`src/design/pkc_pkg.sv`:
```
package pkc_pkg;

    localparam int PERIOD_W     = 11;
    localparam int CFG_INDEX_W  = 2;
    localparam int CFG_DATA_W   = 32;
    localparam int CMD_W        = 2;
    localparam int IN_W         = 32;
    localparam int KIDX_W       = 10;
    localparam int RHS_W        = 48;
    localparam int DIAG_W       = 32;
    localparam int FRAC_W       = 16;
    localparam int PERIOD_RESET = 1024;
    localparam int TERM_RESET   = 1024;

    typedef enum logic [CFG_INDEX_W-1:0] {
        REG_PRESSURE_OFFSET = 2'd0,
        REG_PERIOD_STEPS    = 2'd1,
        REG_TRUNCATED_MODE  = 2'd2,
        REG_TERM_COUNT      = 2'd3
    } cfg_reg_t;

    typedef enum logic [CMD_W-1:0] {
        CMD_EVAL   = 2'd0,
        CMD_FLOW   = 2'd1,
        CMD_KERNEL = 2'd2,
        CMD_SPARE  = 2'd3
    } cmd_t;

    // controls from the sequencer to the multiply-accumulate datapath
    typedef struct packed {
        logic clear;
        logic mul_en;
        logic acc_prod;
        logic acc_offset;
        logic round;
    } pkc_mac_ctrl_t;

endpackage

```
`src/design/pkc_mac.sv`:
```
module pkc_mac #(
    parameter int STORE_W = 32,
    parameter int ACC_W   = 77
)
(
    input  logic                                   clk,
    input  pkc_pkg::pkc_mac_ctrl_t                 ctrl,
    input  logic signed [STORE_W-1:0]              kernel_word,
    input  logic signed [STORE_W-1:0]              flow_word,
    input  logic signed [pkc_pkg::CFG_DATA_W-1:0]  offset,
    output logic signed [pkc_pkg::RHS_W-1:0]       rhs,
    output logic                                   sat
);
    import pkc_pkg::*;

    localparam int PROD_W = 2 * STORE_W;
    localparam int TOP_W  = RHS_W + FRAC_W;
    localparam logic signed [ACC_W-1:0] HALF = ACC_W'(1) <<< (FRAC_W - 1);

    logic signed [PROD_W-1:0] prod_reg;
    logic signed [ACC_W-1:0]  acc_reg;
    logic signed [ACC_W-1:0]  acc_next;
    logic signed [ACC_W-1:0]  offset_ext;
    logic [ACC_W-1:TOP_W-1]   upper;
    logic                     in_range;

    assign offset_ext = ACC_W'(offset) <<< FRAC_W;

    always_comb
    begin
        acc_next = acc_reg;
        if (ctrl.clear)
        begin
            acc_next = '0;
        end
        else if (ctrl.acc_prod)
        begin
            acc_next = acc_reg + ACC_W'(prod_reg);
        end
        else if (ctrl.acc_offset)
        begin
            acc_next = acc_reg + offset_ext;
        end
        else if (ctrl.round)
        begin
            // negate and round half up in one add
            acc_next = HALF - acc_reg;
        end
    end

    always_ff @(posedge clk)
    begin
        if (ctrl.mul_en)
        begin
            prod_reg <= kernel_word * flow_word;
        end
        acc_reg <= acc_next;
    end

    assign upper    = acc_reg[ACC_W-1:TOP_W-1];
    assign in_range = (&upper) || (~|upper);
    assign sat      = !in_range;

    always_comb
    begin
        if (in_range)
        begin
            rhs = acc_reg[TOP_W-1:FRAC_W];
        end
        else if (acc_reg[ACC_W-1])
        begin
            rhs = {1'b1, {(RHS_W-1){1'b0}}};
        end
        else
        begin
            rhs = {1'b0, {(RHS_W-1){1'b1}}};
        end
    end

endmodule

```
`config.mk`:
```
export PLATFORM = sky130hd
export DESIGN_NAME = pkc_mac
export DESIGN_NICKNAME = d
export VERILOG_FILES = /design/src/design/pkc_pkg.sv /design/src/design/pkc_mac.sv
export SDC_FILE = /design/constraint.sdc
export NUM_CORES = 2
export LEC_CHECK = 0
export ABC_AREA = 1
export BUFFER_PORTS_ARGS = -buffer_cell sky130_fd_sc_hd__buf_2
export CORE_ASPECT_RATIO = 1.1
export CORE_MARGIN = 2
export CORE_UTILIZATION = 45
export CTS_CLUSTER_SIZE = 12
export DETAILED_ROUTE_END_ITERATION = 8
export SETUP_SLACK_MARGIN = 0.2
export SYNTH_ARGS = -nofsm -noshare
export SYNTH_HDL_FRONTEND = slang
export SYNTH_SLANG_ARGS = --single-unit
export TNS_END_PERCENT = 50
```
`constraint.sdc`:
```
create_clock -name clk -period 8.1 [get_ports clk]
set_input_delay 0.81 -clock clk [delete_from_list [all_inputs] [get_ports clk]]
set_output_delay 0.81 -clock clk [all_outputs]
set_load 0.01 [all_outputs]
```
==> reports/metrics.yaml <==
worst_setup_path:
  r2r_start: "acc_reg[16]"
  reg2reg_depth: 18
  cp_slowest_cell: "fa_1"
  path_max_fanout: 19
  cpPeakStageDelay_ps: 530
  start_kind: "input port"
  crit_top_cell: "fa_1"
  worstPathArrival_ps: 7940
  worstPathRequired_ps: 8350
  path_class: "input port to register"
  crit_start: "flow_word[7]"
  endpoint_kind: "register"
hold_path:
  hp-class: "register to register"
  holdCritStartpoint: "acc_reg[0]"
  hold_depth: 2
sta:
  hold_viol: 0
  fin_crit_sh_pct: 95.0
  fin_ws_ps: 404
  maxSlewViolCount: 0
  fin_crit_ps: 7700
  rsz0062_at_grt: "yes"
  setup_viol: 0
  max_slew_margin_pct: 25.9
  tightest_slew_ps: 1110
  max_freq_mhz: 130
  fin_worst_skew_ps: 12.9
  tns_ps: 0
drt:
  drt-pass1-iter-count: 5
  antenna_left: 0
  drc_errors: 0
  wl_um: 228000
  via_count: 53920
  viasPerCell: 5.23
  drt_iter0_markers: 4522
  wire_per_inst_um: 22.2
floorplan:
  start_util_pct: 45.2
  die_w_um: 347
  die_area_um2: 132000
  fp.dieH_um: 381
  io_pins: 151
  core_um2: 128000
  rows: 138
global_route:
  antenna_found_initial: 1
  grt_max_degree: 71
  grt_pass1_vias: 56412
  grt_pass1_wl_um: 347000
  overflow: 0
  grt.total_usage_pct: 35.2
clock_network:
  clock_latency_ps: 520
  clock_path_buffers: 2
  cts_tree: "done"
  ctsHoldBuffers: 0
  cts_root_buffer: "clkbuf_16"
  cts_max_level: 4
  clk_pin_slew_ps: 70
  cts.sinks: 141
  post_cts_resized: 0
  cts_made_buffers: 17
  postCtsSetupRepairBufs: 0
logic_synthesis:
  ys_seq_elements: 141
  synthFlopType: "dfxtp_1"
  syn_nets: 9980
  post_synth.cell_area_avg_um2: 6.85
  synth.distinct_cells: 54
  synthCells: 8473
  async_flop_share_pct: 0
  syn-cell-area_um2: 58100
  synth_edf_count: 64
  yosys_warnings: 0
  yosysSeqAreaShare_pct: 5.96
place:
  dpl_cell_area_um2: 61900
  dp_hpwl_um: 201000
  io_buffers: 150
  dp_slack_ps: -297
  place_congestion: 0.999
cells_and_area:
  nets: 10118
  stdcell_area_um2: 62500
  diodes: 0
  area_delta_synth_final_pct: 7.65
  drive_above_1_share_pct: 5.65
  largest_reg_flops: 77
  nFillCells: 13480
outcome:
  status: "finished, final reports clean"
job:
  max-cap-violations: 0
[synth_stat cells, types with 5 or more instances]
| master | n | area share (%) |
|---|---|---|
| o21ai_1 | 20 | 0.17 |
| xor2_1 | 81 | 1.2 |
| nor4_1 | 16 | 0.17 |
| fa_1 | 1084 | 37 |
| clkbuf_1 | 237 | 1.5 |
| and3_1 | 5 | 0.054 |
| a31oi_1 | 36 | 0.39 |
| xnor2_1 | 30 | 0.45 |
| nor3_1 | 40 | 0.34 |
| dfxtp_1 | 77 | 2.7 |
| buf_1 | 5 | 0.032 |
| edfxtp_1 | 64 | 3.3 |
| nand3_1 | 369 | 3.2 |
| a21oi_1 | 327 | 2.8 |
| nor2_2 | 15 | 0.16 |
| buf_2 | 11 | 0.095 |
| a21o_1 | 15 | 0.19 |
| or2_2 | 12 | 0.13 |
| nand4_1 | 76 | 0.82 |
| o21bai_1 | 45 | 0.58 |
| inv_1 | 2244 | 15 |
| o21a_1 | 5 | 0.065 |
| nand2_2 | 10 | 0.11 |
| o21ai_0 | 277 | 2.4 |
| ha_1 | 321 | 6.9 |
| nor2_1 | 527 | 3.4 |
| nand2_1 | 2441 | 16 |
| a221oi_1 | 5 | 0.075 |
| o211ai_1 | 12 | 0.16 |
| nand3b_1 | 16 | 0.21 |
| inv_2 | 9 | 0.058 |
[worst max-delay path: cells and delay by family]
family	cells	cell delay (ps)
adder cells (fa/ha/maj)	9	4250
AO/OA/AOI/OAI	5	1110
buffers and inverters	8	1090
AND/OR/NAND/NOR	4	480
XOR/XNOR	1	170
[layer usage]
metal	up-vias	share of wire, %	GRT usage, %
met5	-	0	0
met4	0	6.8	20.2
met3	440	5.4	3.06
met2	1943	48	60.7
met1	26320	40	43.1
li1	25217	-	-
[area by class of cell]
| class | instances | area, um^2 | share of cell area, % |
|---|---|---|---|
| Sequential cell | 141 | 3460 | 5.54 |
| Multi-Input combinational cell | 5823 | 45200 | 72.3 |
| Tap cell | 1680 | 2100 | 3.36 |
| Clock inverter | 12 | 97.6 | 0.156 |
| Timing Repair Buffer | 374 | 2700 | 4.31 |
| Inverter | 2254 | 8460 | 13.5 |
| Clock buffer | 20 | 478 | 0.764 |
[stage by stage]
stage / instances / util, % / hold slack [ps]
global route: 10304 / 48.7 / 617
floorplan: 8473 / - / 491
detailed placement: 10272 / 48.2 / 565
CTS: 10304 / 48.6 / 577
global placement: 10272 / 48.2 / 553
finish: 10304 / 48.7 / 586
[cell families (layout without fill, tap and decap cells)]
group	count (synthesis)	after routing	synth area share [%]
DFF	141	141	5.96
and+or+nand+nor	3549	3549	24.8
xor gates and xnor gates	111	111	1.67
buffers and inverters	2509	2660	16.3
AOI/OAI and AO/OA	758	758	7.08
adders and majority gates	1405	1405	44.3
[worst paths after layout]
kind                   to  slack, ps
min            acc_reg[0]        590
min reg2reg    acc_reg[0]        590
max reg2reg   acc_reg[56]       4090
max          prod_reg[39]        400
[layout by cell type, fill, tap and decap left out, drive strengths merged, types with 26 or more instances in the layout]
cell and n:
a21oi 330, o21ai 300, xnor2 30, buf 368, a31oi 36, edfxtp 64
inv 2259, fa 1084, nand3 373, nor3 44, o21bai 47, nand4 77
nor2 546, clkbuf 26, nand2 2453, ha 321, xor2 81, dfxtp 77
Power is left out: the tool's default activity adds up to more than one toggle a clock period on the data nets, which glitch-free logic cannot reach.
